--- src/tls_pkg.sv ---
package tls_pkg;

  // Field widths fixed by the interface
  localparam int FIELD_W        = 16;
  localparam int PCT_W          = 10;
  localparam int CFG_IDX_W      = 3;
  localparam int MEAS_WIDTH_DEF = 16;

  localparam logic [PCT_W-1:0] PCT_FULL = 10'd1000;

  // Register reset values
  localparam logic [FIELD_W-1:0] EMPTY_RST    = 16'd2000;
  localparam logic [FIELD_W-1:0] FULL_RST     = 16'd200;
  localparam logic [FIELD_W-1:0] HEIGHT_RST   = 16'd1800;
  localparam logic [FIELD_W-1:0] VOLUME_RST   = 16'd10000;
  localparam logic [PCT_W-1:0]   LOW_PCT_RST  = 10'd200;
  localparam logic [PCT_W-1:0]   HIGH_PCT_RST = 10'd900;

  typedef enum logic [CFG_IDX_W-1:0] {
    CFG_EMPTY    = 3'd0,
    CFG_FULL     = 3'd1,
    CFG_HEIGHT   = 3'd2,
    CFG_VOLUME   = 3'd3,
    CFG_ALERTS   = 3'd4,
    CFG_LOW_PCT  = 3'd5,
    CFG_HIGH_PCT = 3'd6
  } cfg_idx_e;

  typedef enum logic [1:0] {
    ST_IDLE,
    ST_CALC,
    ST_FINISH
  } top_st_e;

  typedef enum logic [1:0] {
    PH_IDLE,
    PH_MUL,
    PH_PREP,
    PH_DIV
  } lane_ph_e;

  typedef struct packed {
    logic             enabled;
    logic [PCT_W-1:0] low_thr;
    logic [PCT_W-1:0] high_thr;
  } alarm_cfg_t;

  typedef struct packed {
    logic low_ev;
    logic high_ev;
    logic low_on;
    logic high_on;
  } alarm_stat_t;

endpackage

--- src/tls_ifs.sv ---
interface tls_in_if;
  logic                         valid;
  logic                         ready;
  logic [tls_pkg::FIELD_W-1:0]  distance;

  modport source (output valid, output distance, input ready);
  modport sink   (input valid, input distance, output ready);
endinterface

interface tls_out_if;
  logic                         valid;
  logic                         ready;
  logic [tls_pkg::PCT_W-1:0]    fill_pct;
  logic [tls_pkg::FIELD_W-1:0]  water_height;
  logic [tls_pkg::FIELD_W-1:0]  water_volume;
  logic                         low_alarm_event;
  logic                         high_alarm_event;
  logic                         low_alarm_on;
  logic                         high_alarm_on;

  modport source (output valid, output fill_pct, output water_height, output water_volume,
                  output low_alarm_event, output high_alarm_event,
                  output low_alarm_on, output high_alarm_on, input ready);
  modport sink   (input valid, input fill_pct, input water_height, input water_volume,
                  input low_alarm_event, input high_alarm_event,
                  input low_alarm_on, input high_alarm_on, output ready);
endinterface

interface tls_cfg_if;
  logic                           valid;
  logic                           ready;
  logic [tls_pkg::CFG_IDX_W-1:0]  index;
  logic [tls_pkg::FIELD_W-1:0]    data;

  modport source (output valid, output index, output data, input ready);
  modport sink   (input valid, input index, input data, output ready);
endinterface

--- src/tls_muldiv.sv ---
// Bit-serial lane: round(scale * num / (2 * den) * 2) as floor((2*scale*num + den) / (2*den)).
// Shift-add multiply one bit a cycle, then restoring divide one quotient bit a cycle.
module tls_muldiv (
  input  logic                         clk_i,
  input  logic                         rst_ni,
  input  logic                         start_i,
  input  logic [tls_pkg::FIELD_W-1:0]  scale_i,
  input  logic [tls_pkg::FIELD_W-1:0]  num_i,
  input  logic [tls_pkg::FIELD_W-1:0]  den_i,
  output logic                         done_o,
  output logic [tls_pkg::FIELD_W-1:0]  quot_o
);
  import tls_pkg::*;

  localparam int W     = FIELD_W;
  localparam int CNT_W = $clog2(W);
  localparam logic [CNT_W-1:0] LAST = CNT_W'(W - 1);

  lane_ph_e ph_q, ph_d;
  logic [CNT_W-1:0] cnt_q, cnt_d;
  logic done_q, done_d;

  logic [W-1:0] scale_q, scale_d;
  logic [W-1:0] den_q, den_d;
  logic [W-1:0] hi_q, hi_d;
  logic [W-1:0] lo_q, lo_d;
  logic [W:0]   rem_q, rem_d;

  logic [W:0]   mul_sum;
  logic [2*W:0] dividend;
  logic [W+1:0] rem_sh;
  logic [W+1:0] rem_diff;
  logic         qbit;

  // Datapath terms for the current step
  always_comb begin
    mul_sum  = {1'b0, hi_q} + (lo_q[0] ? {1'b0, scale_q} : '0);
    dividend = {hi_q, lo_q, 1'b0} + {{(W+1){1'b0}}, den_q};
    rem_sh   = {rem_q, hi_q[W-1]};
    rem_diff = rem_sh - {1'b0, den_q, 1'b0};
    qbit     = (rem_sh >= {1'b0, den_q, 1'b0});
  end

  // Hold state and phase
  always_ff @(posedge clk_i or negedge rst_ni) begin
    if (!rst_ni) begin
      ph_q   <= PH_IDLE;
      cnt_q  <= '0;
      done_q <= 1'b0;
    end else begin
      ph_q   <= ph_d;
      cnt_q  <= cnt_d;
      done_q <= done_d;
    end
  end

  always_ff @(posedge clk_i) begin
    scale_q <= scale_d;
    den_q   <= den_d;
    hi_q    <= hi_d;
    lo_q    <= lo_d;
    rem_q   <= rem_d;
  end

  // Sequence multiply, prepare, divide
  always_comb begin
    ph_d    = ph_q;
    cnt_d   = cnt_q;
    done_d  = done_q;
    scale_d = scale_q;
    den_d   = den_q;
    hi_d    = hi_q;
    lo_d    = lo_q;
    rem_d   = rem_q;
    case (ph_q)
      PH_IDLE: begin
        if (start_i) begin
          ph_d    = PH_MUL;
          cnt_d   = '0;
          done_d  = 1'b0;
          scale_d = scale_i;
          den_d   = den_i;
          hi_d    = '0;
          lo_d    = num_i;
        end
      end
      PH_MUL: begin
        // Add scale on a set multiplier bit, shift product right
        hi_d  = mul_sum[W:1];
        lo_d  = {mul_sum[0], lo_q[W-1:1]};
        cnt_d = cnt_q + 1'b1;
        if (cnt_q == LAST) begin
          ph_d = PH_PREP;
        end
      end
      PH_PREP: begin
        // Upper part of the dividend seeds the remainder, low part is shifted in
        rem_d = dividend[2*W:W];
        hi_d  = dividend[W-1:0];
        lo_d  = '0;
        cnt_d = '0;
        ph_d  = PH_DIV;
      end
      PH_DIV: begin
        rem_d = qbit ? rem_diff[W:0] : rem_sh[W:0];
        hi_d  = {hi_q[W-2:0], 1'b0};
        lo_d  = {lo_q[W-2:0], qbit};
        cnt_d = cnt_q + 1'b1;
        if (cnt_q == LAST) begin
          ph_d   = PH_IDLE;
          done_d = 1'b1;
        end
      end
      default: ph_d = PH_IDLE;
    endcase
  end

  assign done_o = done_q;
  assign quot_o = lo_q;

endmodule

--- src/tls_alarm.sv ---
// Low and high alarm latches with one-shot events
module tls_alarm (
  input  logic                        clk_i,
  input  logic                        rst_ni,
  input  logic                        update_i,
  input  logic [tls_pkg::PCT_W-1:0]   pct_i,
  input  tls_pkg::alarm_cfg_t         cfg_i,
  output tls_pkg::alarm_stat_t        stat_o
);
  import tls_pkg::*;

  logic low_latch_q, low_latch_d;
  logic high_latch_q, high_latch_d;

  // Compare the fill level with inclusive thresholds
  always_comb begin
    stat_o.low_on  = cfg_i.enabled && (pct_i <= cfg_i.low_thr);
    stat_o.high_on = cfg_i.enabled && (pct_i >= cfg_i.high_thr);
    stat_o.low_ev  = stat_o.low_on && !low_latch_q;
    stat_o.high_ev = stat_o.high_on && !high_latch_q;
    low_latch_d    = update_i ? stat_o.low_on : low_latch_q;
    high_latch_d   = update_i ? stat_o.high_on : high_latch_q;
  end

  always_ff @(posedge clk_i or negedge rst_ni) begin
    if (!rst_ni) begin
      low_latch_q  <= 1'b0;
      high_latch_q <= 1'b0;
    end else begin
      low_latch_q  <= low_latch_d;
      high_latch_q <= high_latch_d;
    end
  end

  a_low_ev_first: assert property (@(posedge clk_i) disable iff (!rst_ni)
    (update_i && stat_o.low_ev) |=> (low_latch_q && !stat_o.low_ev))
    else $error("low alarm event did not set its latch");

  a_high_ev_first: assert property (@(posedge clk_i) disable iff (!rst_ni)
    (update_i && stat_o.high_ev) |=> (high_latch_q && !stat_o.high_ev))
    else $error("high alarm event did not set its latch");

  a_disabled_clear: assert property (@(posedge clk_i) disable iff (!rst_ni)
    (update_i && !cfg_i.enabled) |=> (!low_latch_q && !high_latch_q))
    else $error("alarm latch survived with alerts disabled");

endmodule

--- src/tank_level_scaler_alerts.sv ---
// Tank level scaler with latched level alarms.
// Channels: in_i takes one distance sample per beat; out_o returns one result beat
// (fill level, height, volume, alarm events and alarm flags); cfg_i writes one
// register per beat by index and is always ready. Write configuration only while idle.
// A zero distance is dropped and gives no result. Samples beyond the empty distance,
// nearer than the full distance, or on a zero range are clamped: the clamped result
// is registered and loaded into the output register from the finish state, and the
// next sample is taken once the sequencer is idle again. Samples inside the range run
// three bit-serial multiply-divide lanes side by side: 16 multiply steps, 1 prepare
// step and 16 divide steps, then the quotients are captured and loaded into the
// output register. One item is processed at a time; in_i is ready only while idle.
// The result sits in an output register: the next sample is taken while it waits,
// and if out_o is stalled the following result holds until the register frees.
// Reset restores the register defaults and clears both alarm latches.
module tank_level_scaler_alerts #(
  parameter int MEAS_WIDTH = tls_pkg::MEAS_WIDTH_DEF
) (
  input  logic       clk_i,
  input  logic       rst_ni,
  tls_in_if.sink     in_i,
  tls_out_if.source  out_o,
  tls_cfg_if.sink    cfg_i
);
  import tls_pkg::*;

  localparam int DW = (MEAS_WIDTH < FIELD_W) ? MEAS_WIDTH : FIELD_W;
  localparam logic [FIELD_W-1:0] MEAS_MASK = FIELD_W'((17'd1 << DW) - 17'd1);

  top_st_e st_q, st_d;

  logic [FIELD_W-1:0] empty_q, full_q, height_q, volume_q;
  logic               alerts_q;
  logic [PCT_W-1:0]   low_thr_q, high_thr_q;

  logic [PCT_W-1:0]   res_pct_q;
  logic [FIELD_W-1:0] res_h_q, res_v_q;

  logic               out_valid_q, out_valid_d;
  logic [PCT_W-1:0]   out_pct_q;
  logic [FIELD_W-1:0] out_h_q, out_v_q;
  alarm_stat_t        out_stat_q;

  logic [FIELD_W-1:0] meas;
  logic               in_beat, item_beat;
  logic               beyond, nearer, clamp;
  logic               lane_start, lanes_done, load;
  logic [FIELD_W-1:0] num, den;
  logic [FIELD_W-1:0] q_pct, q_h, q_v;
  logic               done_pct, done_h, done_v;
  alarm_cfg_t         alarm_cfg;
  alarm_stat_t        alarm_stat;

  // Classify the sample
  always_comb begin
    meas      = in_i.distance & MEAS_MASK;
    in_beat   = in_i.valid && in_i.ready;
    item_beat = in_beat && (meas != '0);
    beyond    = meas > empty_q;
    nearer    = meas < full_q;
    clamp     = beyond || nearer || (empty_q == full_q);
    num       = empty_q - meas;
    den       = empty_q - full_q;
  end

  // Register writes
  assign cfg_i.ready = 1'b1;

  always_ff @(posedge clk_i or negedge rst_ni) begin
    if (!rst_ni) begin
      empty_q    <= EMPTY_RST & MEAS_MASK;
      full_q     <= FULL_RST & MEAS_MASK;
      height_q   <= HEIGHT_RST;
      volume_q   <= VOLUME_RST;
      alerts_q   <= 1'b1;
      low_thr_q  <= LOW_PCT_RST;
      high_thr_q <= HIGH_PCT_RST;
    end else if (cfg_i.valid) begin
      case (cfg_idx_e'(cfg_i.index))
        CFG_EMPTY:    empty_q    <= cfg_i.data & MEAS_MASK;
        CFG_FULL:     full_q     <= cfg_i.data & MEAS_MASK;
        CFG_HEIGHT:   height_q   <= cfg_i.data;
        CFG_VOLUME:   volume_q   <= cfg_i.data;
        CFG_ALERTS:   alerts_q   <= cfg_i.data[0];
        CFG_LOW_PCT:  low_thr_q  <= cfg_i.data[PCT_W-1:0];
        CFG_HIGH_PCT: high_thr_q <= cfg_i.data[PCT_W-1:0];
        default: ;
      endcase
    end
  end

  // Three scaling lanes sharing numerator and denominator
  tls_muldiv u_lane_pct (
    .clk_i   (clk_i),
    .rst_ni  (rst_ni),
    .start_i (lane_start),
    .scale_i ({{(FIELD_W-PCT_W){1'b0}}, PCT_FULL}),
    .num_i   (num),
    .den_i   (den),
    .done_o  (done_pct),
    .quot_o  (q_pct)
  );

  tls_muldiv u_lane_height (
    .clk_i   (clk_i),
    .rst_ni  (rst_ni),
    .start_i (lane_start),
    .scale_i (height_q),
    .num_i   (num),
    .den_i   (den),
    .done_o  (done_h),
    .quot_o  (q_h)
  );

  tls_muldiv u_lane_volume (
    .clk_i   (clk_i),
    .rst_ni  (rst_ni),
    .start_i (lane_start),
    .scale_i (volume_q),
    .num_i   (num),
    .den_i   (den),
    .done_o  (done_v),
    .quot_o  (q_v)
  );

  assign lanes_done = done_pct && done_h && done_v;

  // Sequencer
  always_ff @(posedge clk_i or negedge rst_ni) begin
    if (!rst_ni) begin
      st_q <= ST_IDLE;
    end else begin
      st_q <= st_d;
    end
  end

  always_comb begin
    st_d       = st_q;
    in_i.ready = 1'b0;
    lane_start = 1'b0;
    load       = 1'b0;
    case (st_q)
      ST_IDLE: begin
        in_i.ready = 1'b1;
        if (item_beat) begin
          if (clamp) begin
            st_d = ST_FINISH;
          end else begin
            lane_start = 1'b1;
            st_d       = ST_CALC;
          end
        end
      end
      ST_CALC: begin
        if (lanes_done) begin
          st_d = ST_FINISH;
        end
      end
      ST_FINISH: begin
        if (!out_valid_q || out_o.ready) begin
          load = 1'b1;
          st_d = ST_IDLE;
        end
      end
      default: st_d = ST_IDLE;
    endcase
  end

  // Capture clamped values or lane quotients
  always_ff @(posedge clk_i) begin
    if (item_beat && clamp) begin
      if (nearer && !beyond) begin
        res_pct_q <= PCT_FULL;
        res_h_q   <= height_q;
        res_v_q   <= volume_q;
      end else begin
        res_pct_q <= '0;
        res_h_q   <= '0;
        res_v_q   <= '0;
      end
    end else if (st_q == ST_CALC && lanes_done) begin
      res_pct_q <= q_pct[PCT_W-1:0];
      res_h_q   <= q_h;
      res_v_q   <= q_v;
    end
  end

  // Alarms
  assign alarm_cfg = '{enabled: alerts_q, low_thr: low_thr_q, high_thr: high_thr_q};

  tls_alarm u_alarm (
    .clk_i    (clk_i),
    .rst_ni   (rst_ni),
    .update_i (load),
    .pct_i    (res_pct_q),
    .cfg_i    (alarm_cfg),
    .stat_o   (alarm_stat)
  );

  // Output register: load on a free slot, drop on a taken beat
  always_comb begin
    out_valid_d = out_valid_q;
    if (load) begin
      out_valid_d = 1'b1;
    end else if (out_o.ready) begin
      out_valid_d = 1'b0;
    end
  end

  always_ff @(posedge clk_i or negedge rst_ni) begin
    if (!rst_ni) begin
      out_valid_q <= 1'b0;
    end else begin
      out_valid_q <= out_valid_d;
    end
  end

  always_ff @(posedge clk_i) begin
    if (load) begin
      out_pct_q  <= res_pct_q;
      out_h_q    <= res_h_q;
      out_v_q    <= res_v_q;
      out_stat_q <= alarm_stat;
    end
  end

  assign out_o.valid            = out_valid_q;
  assign out_o.fill_pct         = out_pct_q;
  assign out_o.water_height     = out_h_q;
  assign out_o.water_volume     = out_v_q;
  assign out_o.low_alarm_event  = out_stat_q.low_ev;
  assign out_o.high_alarm_event = out_stat_q.high_ev;
  assign out_o.low_alarm_on     = out_stat_q.low_on;
  assign out_o.high_alarm_on    = out_stat_q.high_on;

  a_lanes_lockstep: assert property (@(posedge clk_i) disable iff (!rst_ni)
    (done_pct == done_h) && (done_h == done_v))
    else $error("scaling lanes out of step");

  a_pct_range: assert property (@(posedge clk_i) disable iff (!rst_ni)
    (st_q == ST_CALC && lanes_done) |-> (q_pct <= {{(FIELD_W-PCT_W){1'b0}}, PCT_FULL}))
    else $error("fill level above full scale");

  a_no_overwrite: assert property (@(posedge clk_i) disable iff (!rst_ni)
    (out_valid_q && !out_o.ready) |-> !load)
    else $error("result loaded over a stalled beat");

endmodule
--- src/flat_wrapper.sv ---
// flat-port wrapper written by rule: the top's interface ports become plain ports
module tank_level_scaler_alerts_flat import tls_pkg::*;
#(
  parameter int MEAS_WIDTH = tls_pkg::MEAS_WIDTH_DEF
)
  (clk_i, rst_ni, in_i_valid, in_i_distance, in_i_ready, out_o_valid, out_o_fill_pct, out_o_water_height, out_o_water_volume, out_o_low_alarm_event, out_o_high_alarm_event, out_o_low_alarm_on, out_o_high_alarm_on, out_o_ready, cfg_i_valid, cfg_i_index, cfg_i_data, cfg_i_ready);
  tls_in_if in_i_i ();
  tls_out_if out_o_i ();
  tls_cfg_if cfg_i_i ();
  input  logic clk_i;
  input  logic rst_ni;
  input wire logic [$bits(in_i_i.valid)-1:0] in_i_valid;
  input wire logic [$bits(in_i_i.distance)-1:0] in_i_distance;
  output wire logic [$bits(in_i_i.ready)-1:0] in_i_ready;
  output wire logic [$bits(out_o_i.valid)-1:0] out_o_valid;
  output wire logic [$bits(out_o_i.fill_pct)-1:0] out_o_fill_pct;
  output wire logic [$bits(out_o_i.water_height)-1:0] out_o_water_height;
  output wire logic [$bits(out_o_i.water_volume)-1:0] out_o_water_volume;
  output wire logic [$bits(out_o_i.low_alarm_event)-1:0] out_o_low_alarm_event;
  output wire logic [$bits(out_o_i.high_alarm_event)-1:0] out_o_high_alarm_event;
  output wire logic [$bits(out_o_i.low_alarm_on)-1:0] out_o_low_alarm_on;
  output wire logic [$bits(out_o_i.high_alarm_on)-1:0] out_o_high_alarm_on;
  input wire logic [$bits(out_o_i.ready)-1:0] out_o_ready;
  input wire logic [$bits(cfg_i_i.valid)-1:0] cfg_i_valid;
  input wire logic [$bits(cfg_i_i.index)-1:0] cfg_i_index;
  input wire logic [$bits(cfg_i_i.data)-1:0] cfg_i_data;
  output wire logic [$bits(cfg_i_i.ready)-1:0] cfg_i_ready;
  assign in_i_i.valid = in_i_valid;
  assign in_i_i.distance = in_i_distance;
  assign in_i_ready = in_i_i.ready;
  assign out_o_valid = out_o_i.valid;
  assign out_o_fill_pct = out_o_i.fill_pct;
  assign out_o_water_height = out_o_i.water_height;
  assign out_o_water_volume = out_o_i.water_volume;
  assign out_o_low_alarm_event = out_o_i.low_alarm_event;
  assign out_o_high_alarm_event = out_o_i.high_alarm_event;
  assign out_o_low_alarm_on = out_o_i.low_alarm_on;
  assign out_o_high_alarm_on = out_o_i.high_alarm_on;
  assign out_o_i.ready = out_o_ready;
  assign cfg_i_i.valid = cfg_i_valid;
  assign cfg_i_i.index = cfg_i_index;
  assign cfg_i_i.data = cfg_i_data;
  assign cfg_i_ready = cfg_i_i.ready;
  tank_level_scaler_alerts #(.MEAS_WIDTH(MEAS_WIDTH)) u_core (.clk_i(clk_i), .rst_ni(rst_ni), .in_i(in_i_i), .out_o(out_o_i), .cfg_i(cfg_i_i));
endmodule
--- config.mk ---
export PLATFORM = sky130hd
export DESIGN_NAME = tank_level_scaler_alerts_flat
export DESIGN_NICKNAME = d
export VERILOG_FILES = /design/src/tls_pkg.sv /design/src/tls_ifs.sv /design/src/tls_muldiv.sv /design/src/tls_alarm.sv /design/src/tank_level_scaler_alerts.sv /design/src/flat_wrapper.sv
export SDC_FILE = /design/constraint.sdc
export NUM_CORES = 1
export LEC_CHECK = 0
export BUFFER_PORTS_ARGS = -buffer_cell sky130_fd_sc_hd__buf_2
export CORE_MARGIN = 2
export CORE_UTILIZATION = 40
export DETAILED_ROUTE_END_ITERATION = 10
export GPL_TIMING_DRIVEN = 0
export PLACE_DENSITY = 0.63
export SLEW_MARGIN = 20
export SYNTH_ARGS = -nofsm -noshare
export SYNTH_HDL_FRONTEND = slang
export SYNTH_SLANG_ARGS = --single-unit
export TNS_END_PERCENT = 100
--- constraint.sdc ---
create_clock -name clk_i -period 10.1 [get_ports clk_i]
set_input_delay 1.01 -clock clk_i [delete_from_list [all_inputs] [get_ports clk_i]]
set_output_delay 1.01 -clock clk_i [all_outputs]
set_load 0.01 [all_outputs]
# [Yosys cells after proc, flatten, opt, wreduce, memory -nomap -nowiden]
# Index checks and enable logic that the tools add are counted.
[totals] inputBits=40 regBits=426 elab_cells=210
[op_classes] n_reduce_logical=52 muxes=60 addsub=14 order_cmp=7 eq_ne=33
[op_table] cell="$pmux 16 s4" n=6
[op_table] cell="$mux 16" n=10
[op_table] cell="$pmux 17 s2" n=3
[op_table] cell="$add 33x16->33" n=3
[op_table] cell="$ge 18x17->1" n=3
[op_table] cell="$add 16x17->17" n=3
[op_table] cell="$mux 17" n=3
[op_table] cell="$sub 17x17->17" n=3
[op_table] cell="$mux 10" n=4
[op_table] cell="$pmux 4 s3" n=3
[op_table] cell="$sub 16x16->16" n=2
[op_table] cell="$pmux 2 s4" n=3
[op_table] cell="$mux 2" n=11
[op_table] cell="$reduce_and 3->1" n=7
[op_table] cell="$reduce_and 2->1" n=10
[op_table] cell="$eq 16x16->1" n=1
[op_table] cell="$gt 16x16->1" n=1
[op_table] cell="$lt 16x16->1" n=1
[op_table] cell="$reduce_bool 16->1" n=1
[op_table] cell="$reduce_bool 2->1" n=8
[op_table] cell="$eq 2x2->1 const B" n=7
[op_table] cell="$add 4x1->4 const B" n=3
[op_table] cell="$eq 4x4->1 const B" n=3
[op_table] cell="$mux 1" n=12
[op_table] cell="other kinds (17)" n=55

# [Logic depth before layout (Yosys ltp)]
# Gate-level depths: netlist (run 1).
[logic_depth] ltp_word=8 ltp_mapped=13 ltp_nobuf=13

# [By module]
# Synthesis (run 1) repeated with hierarchy kept, for this count alone.
[unflattened] hier_cells=2619 hier_area_um2=28068.2
[by_module_without_submodules] module="tls_muldiv (u_core.u_lane_height ...)" area_each_um2=6373.6 n_inst=2 cells_per_inst=638 seq_area_each_um2=2607.5
[by_module_without_submodules] module="tank_level_scaler_alerts" area_each_um2=8281.7 n_inst=1 cells_per_inst=625 seq_area_each_um2=4877.2
[by_module_without_submodules] module="tls_muldiv (u_core.u_lane_volume)" area_each_um2=6412.4 n_inst=1 cells_per_inst=637 seq_area_each_um2=2607.5
[by_module_without_submodules] module="tls_alarm" area_each_um2=626.9 n_inst=1 cells_per_inst=81 seq_area_each_um2=50.0

# [Least setup slack after synthesis (run 1)]
# OpenSTA, ideal clock, no wires.
[synth_path] path_kind="input to register" startpoint="input port in_i_distance[0]" endpoint="register u_core.res_h_q[0] (enable)" t_required_ps=9556 cell_stages=12 arrival_time_ps=3702 slack_ps=5854 path_cell_list="ha_1 > fa_1 > nor2b_1 > o21ai_2 > a21oi_2 > o31ai_2 > a21oi_2 > a221o_1 > nand3_2 > nand2_2 > buf_2 > nand2_1"
[synth_via] elab_chain_len=5
[synth_lines] item="start, declared" line="flat_wrapper.sv:13" text="input wire logic [$bits(in_i_i.distance)-1:0] in_i_distance;"
[synth_lines] item="$gt 16x16->1 / $lt 16x16->1 (equally long branches)" line="tank_level_scaler_alerts.sv:58, tank_level_scaler_alerts.sv:59"
[synth_lines] item="$logic_or 1x1->1 (2 in series)" line="tank_level_scaler_alerts.sv:60" text="clamp = beyond || nearer || (empty_q == full_q);"
[synth_lines] item="$logic_and 1x1->1 *" line="tank_level_scaler_alerts.sv:170" text="if (item_beat && clamp) begin"
[synth_lines] item="$reduce_bool 2->1 (no source line) *"
[synth_lines] item="end signal, assigned" line="tank_level_scaler_alerts.sv:173" text="res_h_q <= height_q;"
[synth_lines] item="end signal, assigned" line="tank_level_scaler_alerts.sv:182" text="res_h_q <= q_h;"
[synth_lines] item="end, declared" line="tank_level_scaler_alerts.sv:36" text="logic [FIELD_W-1:0] res_h_q, res_v_q;"
# Every way passes the cells marked *; elsewhere a longest branch is shown, timed or not.
# A chain may end at the register's enable or synchronous reset.

# [Worst setup path after layout (run 1)]
[layout_path] startpoint="input port in_i_distance[0]" endpoint="register u_core.res_v_q[13] (enable)"
[layout_via] elab_chain_len=5
[layout_lines] item="$gt 16x16->1 / $lt 16x16->1 (equally long branches)" line="tank_level_scaler_alerts.sv:58, tank_level_scaler_alerts.sv:59"
[layout_lines] item="$logic_or 1x1->1 (2 in series)" line="tank_level_scaler_alerts.sv:60"
[layout_lines] item="$logic_and 1x1->1 *" line="tank_level_scaler_alerts.sv:170"
[layout_lines] item="$reduce_bool 2->1 (no source line) *"
[layout_lines] item="end signal, assigned" line="tank_level_scaler_alerts.sv:174" text="res_v_q <= volume_q;"
[layout_lines] item="end signal, assigned" line="tank_level_scaler_alerts.sv:183" text="res_v_q <= q_v;"
[layout_lines] item="end, declared" line="tank_level_scaler_alerts.sv:36"
# Marked as above.

==> results of run 1 <==
==> power by group through the flow <==
stage          clock, W  combinational (W)  sequential [W]
2_1_floorplan         0            0.00372         0.00325
3_3_place_gp          0            0.00506         0.00348
3_5_place_dp          0            0.00528         0.00347
4_1_cts         0.00188            0.00533         0.00344
5_1_grt         0.00195            0.00588         0.00352
6_report        0.00185            0.00540         0.00346
==> flip-flops by register name, indices dropped and copies added (netlist names), 16 cells and up <==
name                          count
u_core.u_lane_volume.quot_o      16
u_core.u_lane_pct.hi_q           16
u_core.u_lane_volume.scale_q     16
u_core.out_o.water_volume        16
u_core.height_q                  16
u_core.empty_q                   16
u_core.u_lane_volume.den_q       16
u_core.u_lane_volume.rem_q       17
u_core.u_lane_height.den_q       16
u_core.volume_q                  16
u_core.u_lane_pct.quot_o         16
u_core.u_lane_height.hi_q        16
u_core.u_lane_height.scale_q     16
u_core.full_q                    16
u_core.res_h_q                   16
u_core.u_lane_height.rem_q       17
u_core.res_v_q                   16
u_core.u_lane_pct.rem_q          17
u_core.u_lane_volume.hi_q        16
u_core.u_lane_pct.den_q          16
u_core.u_lane_height.quot_o      16
u_core.out_o.water_height        16
==> final cells by class <==
class                           instances  area share, %
Inverter                              167          2.086
Clock inverter                         36          1.353
Antenna cell                            3        0.02498
Multi-Input combinational cell       1777          44.55
Clock buffer                           53          4.164
Sequential cell                       426          40.83
Tap cell                              864          3.598
Buffer                                 85          1.287
Timing Repair Buffer                   93          2.103
==> stage by stage <==
step | instances | hold slack (ns) | util [%] | setup WS, ns | area [µm²]
after floorplan | 2455 | 0.4003 | - | 5.854 | 26630
after global placement | 3404 | 0.4056 | 42.71 | 4.434 | 28130
after detailed placement | 3412 | 0.4045 | 43.09 | 5.274 | 28380
after CTS | 3501 | 0.3307 | 45.61 | 5.836 | 30040
after global routing | 3501 | 0.3706 | 45.61 | 5.538 | 30040
final | 3504 | 0.3465 | 45.62 | 5.774 | 30050
==> cell usage in the layout, fill, tap and decap left out, types with 49 or more instances in the layout <==
cell type  synthesis  routed
edfxtp_1         315     315
ha_1             216     216
inv_1            166     164
a21oi_1          163     163
nor2_1           158     157
nand2_1          125     124
xnor2_1          108     108
o21ai_0          104     104
buf_2              6      90
dfrtp_1           85      85
mux2_2            80      80
clkbuf_1          60      63
xor2_1            61      61
a21o_1            58      58
nand3_1           51      51
clkbuf_16          0      49
==> worst paths after layout <==
check | to | slack [ns] | cells past startpoint
setup / recovery | u_core.res_v_q[13] | 5.77 | 14
hold / removal | u_core.height_q[7] | 0.35 | 1
setup reg to reg | u_core.res_v_q[13] | 5.96 | 14
hold reg to reg | u_core.out_o.water_height[9] | 0.41 | 0
max in group asynchronous | u_core.low_thr_q[6] | 9.03 | 2
min in group clk_i | u_core.out_o.water_height[9] | 0.41 | 0
==> synthesized netlist by cell type, drive strengths merged, types with 14 or more instances <==
library cell / number
buf: 25
o211ai: 17
nor2b: 27
nand2: 126
or3: 14
inv: 167
a31oi: 17
nand3: 52
mux2i: 46
edfxtp: 315
a222oi: 34
a221oi: 49
dfstp: 26
mux2: 82
dfrtp: 85
nor2: 158
o21ai: 122
nor4: 14
nand2b: 37
xor2: 61
a22o: 36
o21a: 28
and3: 30
nor3: 42
a21o: 58
clkbuf: 60
nand4: 28
ha: 216
xnor2: 108
a21oi: 168
and2: 41
==> kinds of logic (layout without fill, tap and decap cells) <==
logic type,after synthesis,after routing,share of synthesized area (%)
fa+ha+maj,226,226,10.90
xor+xnor,169,169,5.559
other cells,1,4,0.01408
simple gates,612,612,11.62
compound gates,641,641,16.83
flops,426,426,46.08
buf+inv,252,434,3.806
mux,128,128,5.197
==> per-layer routing <==
metal,GRT usage (%),vias up
met1,32.48,10290
met4,10.17,6
met3,3.762,193
met2,37.17,905
met5,0,-
li1,-,9530
==> critical path, cell delays in order <==
cell and delay [ns]:
buf_2 0.14, ha_1 0.24, fa_1 0.42, nor2b_1 0.16
o21ai_2 0.08, a21oi_2 0.19, o31ai_2 0.12, a21oi_2 0.33
a221o_1 0.35, nand3_2 0.16, nand2_2 0.35, buf_2 0.27
nand2_2 0.43, buf_16 0.35
==> flow_summary.yaml, run 1 <==
layout:
  nFillCells: 6118
  regArea_mm2: 0.01227
  finalNetCount: 2864
  multi_input_area_mm2: 0.01339
  syn2layout_area_growth_pct: 12.85
  drive_above_1_share_pct: 13.01
synth:
  ys_warn_count: 0
  avgSynthCellArea_um2: 10.85
  synth_edf_count: 315
  syn_area_mm2: 0.02663
  synthTopCellsByArea: "edfxtp_1 36%, ha_1 10%, dfrtp_1 8.0%"
  synth_cell_types: 96
  synth_top_cell_by_area: "edfxtp_1"
  async_reset_ff_share_pct: 26.06
  synth_fp_nets: 2721
  postSynthCellCount: 2455
  seq_area_frac_synth_pct: 46.08
  ys_ff_latch: 426
  synth_ff_type: "edfxtp_1"
  yosysTopAreaCellShare_pct: 35.52
global_routing:
  grt_max_degree: 65
  grt_pass1_wl_um: 123000
  grtUsageTotal_pct: 23.67
  antenna_found_initial: 5
  grt_overflow: 0
  grt_pass1_vias: 20390
sta:
  slew_viol_final: 0
  finalCritPeriodShare_pct: 42.84
  worst_pin_slew_ns: 1.110
  period_minus_slack_ns: 4.326
  clock_skew_ns: 0.04865
  fin_tns_setup_ns: 0
  rsz0062_at_grt: "no"
  maxSlewHeadroom_pct: 25.45
  final_hold_viol_count: 0
  setup_viol: 0
  max_freq_mhz: 231.1
floorplanning:
  ioPinCount: 89
  fp.dieH_um: 262.0
  fp.dieW_um: 262.0
  row_count: 94
  core_mm2: 0.06586
  initial_core_util_pct: 40.43
  die_area_mm2: 0.06865
pwr:
  p_seq_share_pct: 32.3
  p_per_area_mw_per_mm2: 356.4
  swShare_pct: 43.30
  max-vdd-ir-drop_mv: 0.2060
  p_int_w: 0.006071
  combPwrFrac_pct: 50.4
  power_w: 0.01071
  p_sw_w: 0.004636
  p_clk_share_pct: 17.3
  p_leak_nw: 12.27
hold_path:
  min_path_type: "primary input to asynchronous set/reset pin"
clocking:
  cts_tree: "built"
  post_cts_buffers: 0
  clock_path_buffers: 3
  numCtsBuffers: 48
  cts_sinks: 426
  postCtsHoldBufs: 0
  htree_levels: 2
  clk_pin_slew_ns: 0.07
  cts-resized-gates: 0
  clk_latency_ns: 0.61
  clock-root-buffer: "clkbuf_16"
setup_path:
  startpoint: "in_i_distance[0]"
  crit_path_max_fanout: 24
  worstPathRequired_ns: 10.42
  end_kind: "flip-flop"
  start_kind: "primary input"
  critPathKind: "primary input to flip-flop"
  timing.rr.start: "u_core.empty_q[0]"
  crit_arrival_ns: 4.65
drt:
  wl_met1_um: 35270
  top_layer_used: "met5"
  drt_iter0_drc: 2101
  vias: 20930
  ant_nets: 0
  drc: 0
  routed-wl-met2_um: 36890
  drt-total-wl_um: 81900
  viasPerCell: 5.973
  dr_wl_met3_um: 6171
  wl_per_cell_um: 23.37
  drtPass1Iterations: 8
place:
  place.port_buffers: 85
  gp_congestion: 0.9521
  dpl.hpwl_um: 62310
flow_run:
  cap_violations: 0
status:
  outcome: "complete, no violations"
Power figures use the tool's default switching activity.
==> run 2: changes to the inputs <==
- ABC_AREA: not set -> 1
- clock period: 10.1 -> 4.35 ns (I/O delays scaled with it)
==> run 2 against run 1 <==
Cell count rose by 34%. Setup slack got worse by 4.6 ns. Clock skew decreased by 0.00096 ns. Critical path depth fell by 1. Critical path type is now flip-flop to flip-flop. Largest power group unchanged. Highest routed layer is now met4.
==> flow_summary.yaml, run 2 <==
hold_path:
  min_path_type: "primary input to flip-flop"
  holdPathStages: 4
  min_from: "out_o_ready"
  whs_endpoint: "u_core.out_o.valid"
pwr:
  p_clk_share_pct: 17.7
  p_leak_nw: 14.36
  p_int_w: 0.01297
  p_seq_share_pct: 31.9
  p_sw_w: 0.01158
  swShare_pct: 47.15
  combPwrFrac_pct: 50.4
  p_per_area_mw_per_mm2: 767.2
  max-vdd-ir-drop_mv: 0.7184
setup_path:
  end_kind: "flip-flop"
  reg2reg_to: "u_core.res_h_q[15]"
  start_kind: "flip-flop"
  timing.rr.start: "u_core.empty_q[0]"
  crit_arrival_ns: 3.52
  r2r_setup_slack_ns: 1.13
  crit_path_max_fanout: 10
  worstPathRequired_ns: 4.65
  critPathKind: "flip-flop to flip-flop"
  reg2reg_depth: 13
  startpoint: "u_core.empty_q[0]"
floorplanning:
  die_area_mm2: 0.07331
  initial_core_util_pct: 40.50
  row_count: 97
  fp.dieW_um: 270.8
  ioPinCount: 89
  fp.dieH_um: 270.8
  core_mm2: 0.07027
drt:
  viasPerCell: 5.369
  drt-total-wl_um: 90320
  drc: 0
  ant_nets: 0
  vias: 25130
  drtPass1Iterations: 8
  drt_iter0_drc: 2376
  wl_per_cell_um: 19.30
layout:
  regArea_mm2: 0.01227
  finalNetCount: 3964
  syn2layout_area_growth_pct: 12.43
  top_regs: "u_core.u_lane_height.rem_q (17), u_core.u_lane_pct.rem_q (17), u_core.u_lane_volume.rem_q (17)"
  drive_above_1_share_pct: 7.034
  final_common_cell: "nand2_1"
  nFillCells: 7032
  final_cell_mix: "897 x nand2_1, 470 x inv_1, 315 x edfxtp_1"
  multi_input_area_mm2: 0.01406
global_routing:
  grt_pass1_wl_um: 136400
  antenna_found_initial: 8
  grt_max_degree: 72
  grt_pass1_vias: 23020
  grtUsageTotal_pct: 24.20
  grt_overflow: 0
synth:
  yosysMostFrequentCell: "nand2_1"
  synth_fp_nets: 3816
  synth_edf_count: 315
  yosysTopAreaCellShare_pct: 33.23
  synth_ff_type: "edfxtp_1"
  avgSynthCellArea_um2: 8.018
  synth_common_cells: "897 x nand2_1, 470 x inv_1, 315 x edfxtp_1, 287 x o21ai_0, 248 x a21oi_1"
  ys_warn_count: 0
  async_reset_ff_share_pct: 26.06
  ys_ff_latch: 426
  seq_area_frac_synth_pct: 43.11
  syn_area_mm2: 0.02846
  synthTopCellsByArea: "edfxtp_1 33%, nand2_1 12%, ha_1 9.5%"
  synth_top_cell_by_area: "edfxtp_1"
  synth_cell_types: 52
  postSynthCellCount: 3550
sta:
  period_minus_slack_ns: 3.220
  max_freq_mhz: 310.6
  hold_ws_ns: 0.1194
  worst_pin_slew_ns: 0.9924
  rsz0062_at_grt: "no"
  finalCritPeriodShare_pct: 74.01
  maxSlewHeadroom_pct: 33.36
  final_hold_viol_count: 0
  clock_skew_ns: 0.04769
  slew_viol_final: 0
  setup_slack_ns: 1.130
  fin_tns_setup_ns: 0
  setup_viol: 0
clocking:
  post_cts_buffers: 0
  cts-resized-gates: 0
  cts_sinks: 426
  cts_tree: "built"
  clk_pin_slew_ns: 0.06
  clock-root-buffer: "clkbuf_16"
  htree_levels: 2
  postCtsHoldBufs: 1
  clock_path_buffers: 3
  numCtsBuffers: 50
  clk_latency_ns: 0.63
place:
  place.port_buffers: 87
  pre_cts_slack_ns: 1.043
  dpl.hpwl_um: 70900
  gp_congestion: 0.9660
flow_run:
  cap_violations: 0
status:
  outcome: "complete, no violations"
## run 2: cell types whose count changed in the layout (fill, tap and decap cells not counted), sizes merged, moves of 50 or more
cell	before	now
mux2	82	0
o21ai	122	350
a21oi	168	248
inv	169	477
nand3	52	232
nor2	158	208
xnor2	108	28
nand2	126	904
## run 2: how the worst max path moves through the flow
| stage | cells past startpoint | end | slack, ns |
|---|---|---|---|
| 5_1_grt | 10 | u_core.u_lane_pct.den_q[14] | 1.01 |
| 6_report | 13 | u_core.res_h_q[15] | 1.13 |
| 2_1_floorplan | 2 | u_core.res_h_q[0] | 0.22 |
| 3_3_place_gp | 2 | u_core.res_h_q[3] | -3.07 |
| 4_1_cts | 10 | u_core.u_lane_pct.den_q[14] | 1.20 |
| 3_5_place_dp | 10 | u_core.u_lane_pct.den_q[13] | 1.04 |
## run 2: final cells by class
type	count	area share, %
well taps	940	3.675
plain buffers	91	1.228
flip-flops and latches	426	38.34
multi-input cells	2558	43.93
diodes	2	0.01564
inverters	475	5.572
clock inverters	31	1.142
repair buffers	96	1.924
clock buffers	62	4.176
## run 2: worst max-delay path, stage by stage (launching register included)
cell and delay [ns]:
dfrtp_1 0.34, inv_1 0.07, ha_1 0.21, fa_1 0.43
o21ai_2 0.23, nand2_1 0.10, nand2_2 0.13, nand2_2 0.08
nand2_4 0.10, nand3_1 0.08, nand2_1 0.21, inv_2 0.13
buf_2 0.25, o21ai_1 0.54
## run 2: power by group through the flow
stage          clock [W]  combinational, W  sequential, W
3_3_place_gp           0            0.0119        0.00789
6_report         0.00434            0.0124        0.00784
5_1_grt          0.00455            0.0138        0.00797
3_5_place_dp           0            0.0121        0.00786
4_1_cts          0.00440            0.0122        0.00780
2_1_floorplan          0           0.00839        0.00741
## run 2: layer usage
metal  routed length (µm)  track usage [%]  up-vias
met5                    0           0.2632        -
met4                 3162            8.331        0
met3                 7354            3.967      147
met2                39700            37.56      945
met1                40110            34.18    11670
li1                     -                -    12370
## run 2: metrics by stage
step,instance area (µm²),std cells,power [W],utilization [%]
after floorplan,28460,3550,0.01580,-
after global placement,30070,4577,0.01981,42.80
after detailed placement,30280,4585,0.01996,43.09
after CTS,31990,4679,0.02438,45.53
after global routing,32000,4680,0.02630,45.53
final,32000,4681,0.02455,45.54
## run 2: kinds of logic after synthesis
| group | count (synthesis) | synth area share, % |
|---|---|---|
| other cells | 1 | 0.01318 |
| fa+ha+maj | 226 | 10.20 |
| xor+xnor | 75 | 2.308 |
| buf+inv | 566 | 7.645 |
| simple gates | 1491 | 22.05 |
| flops | 426 | 43.11 |
| compound gates | 765 | 14.67 |
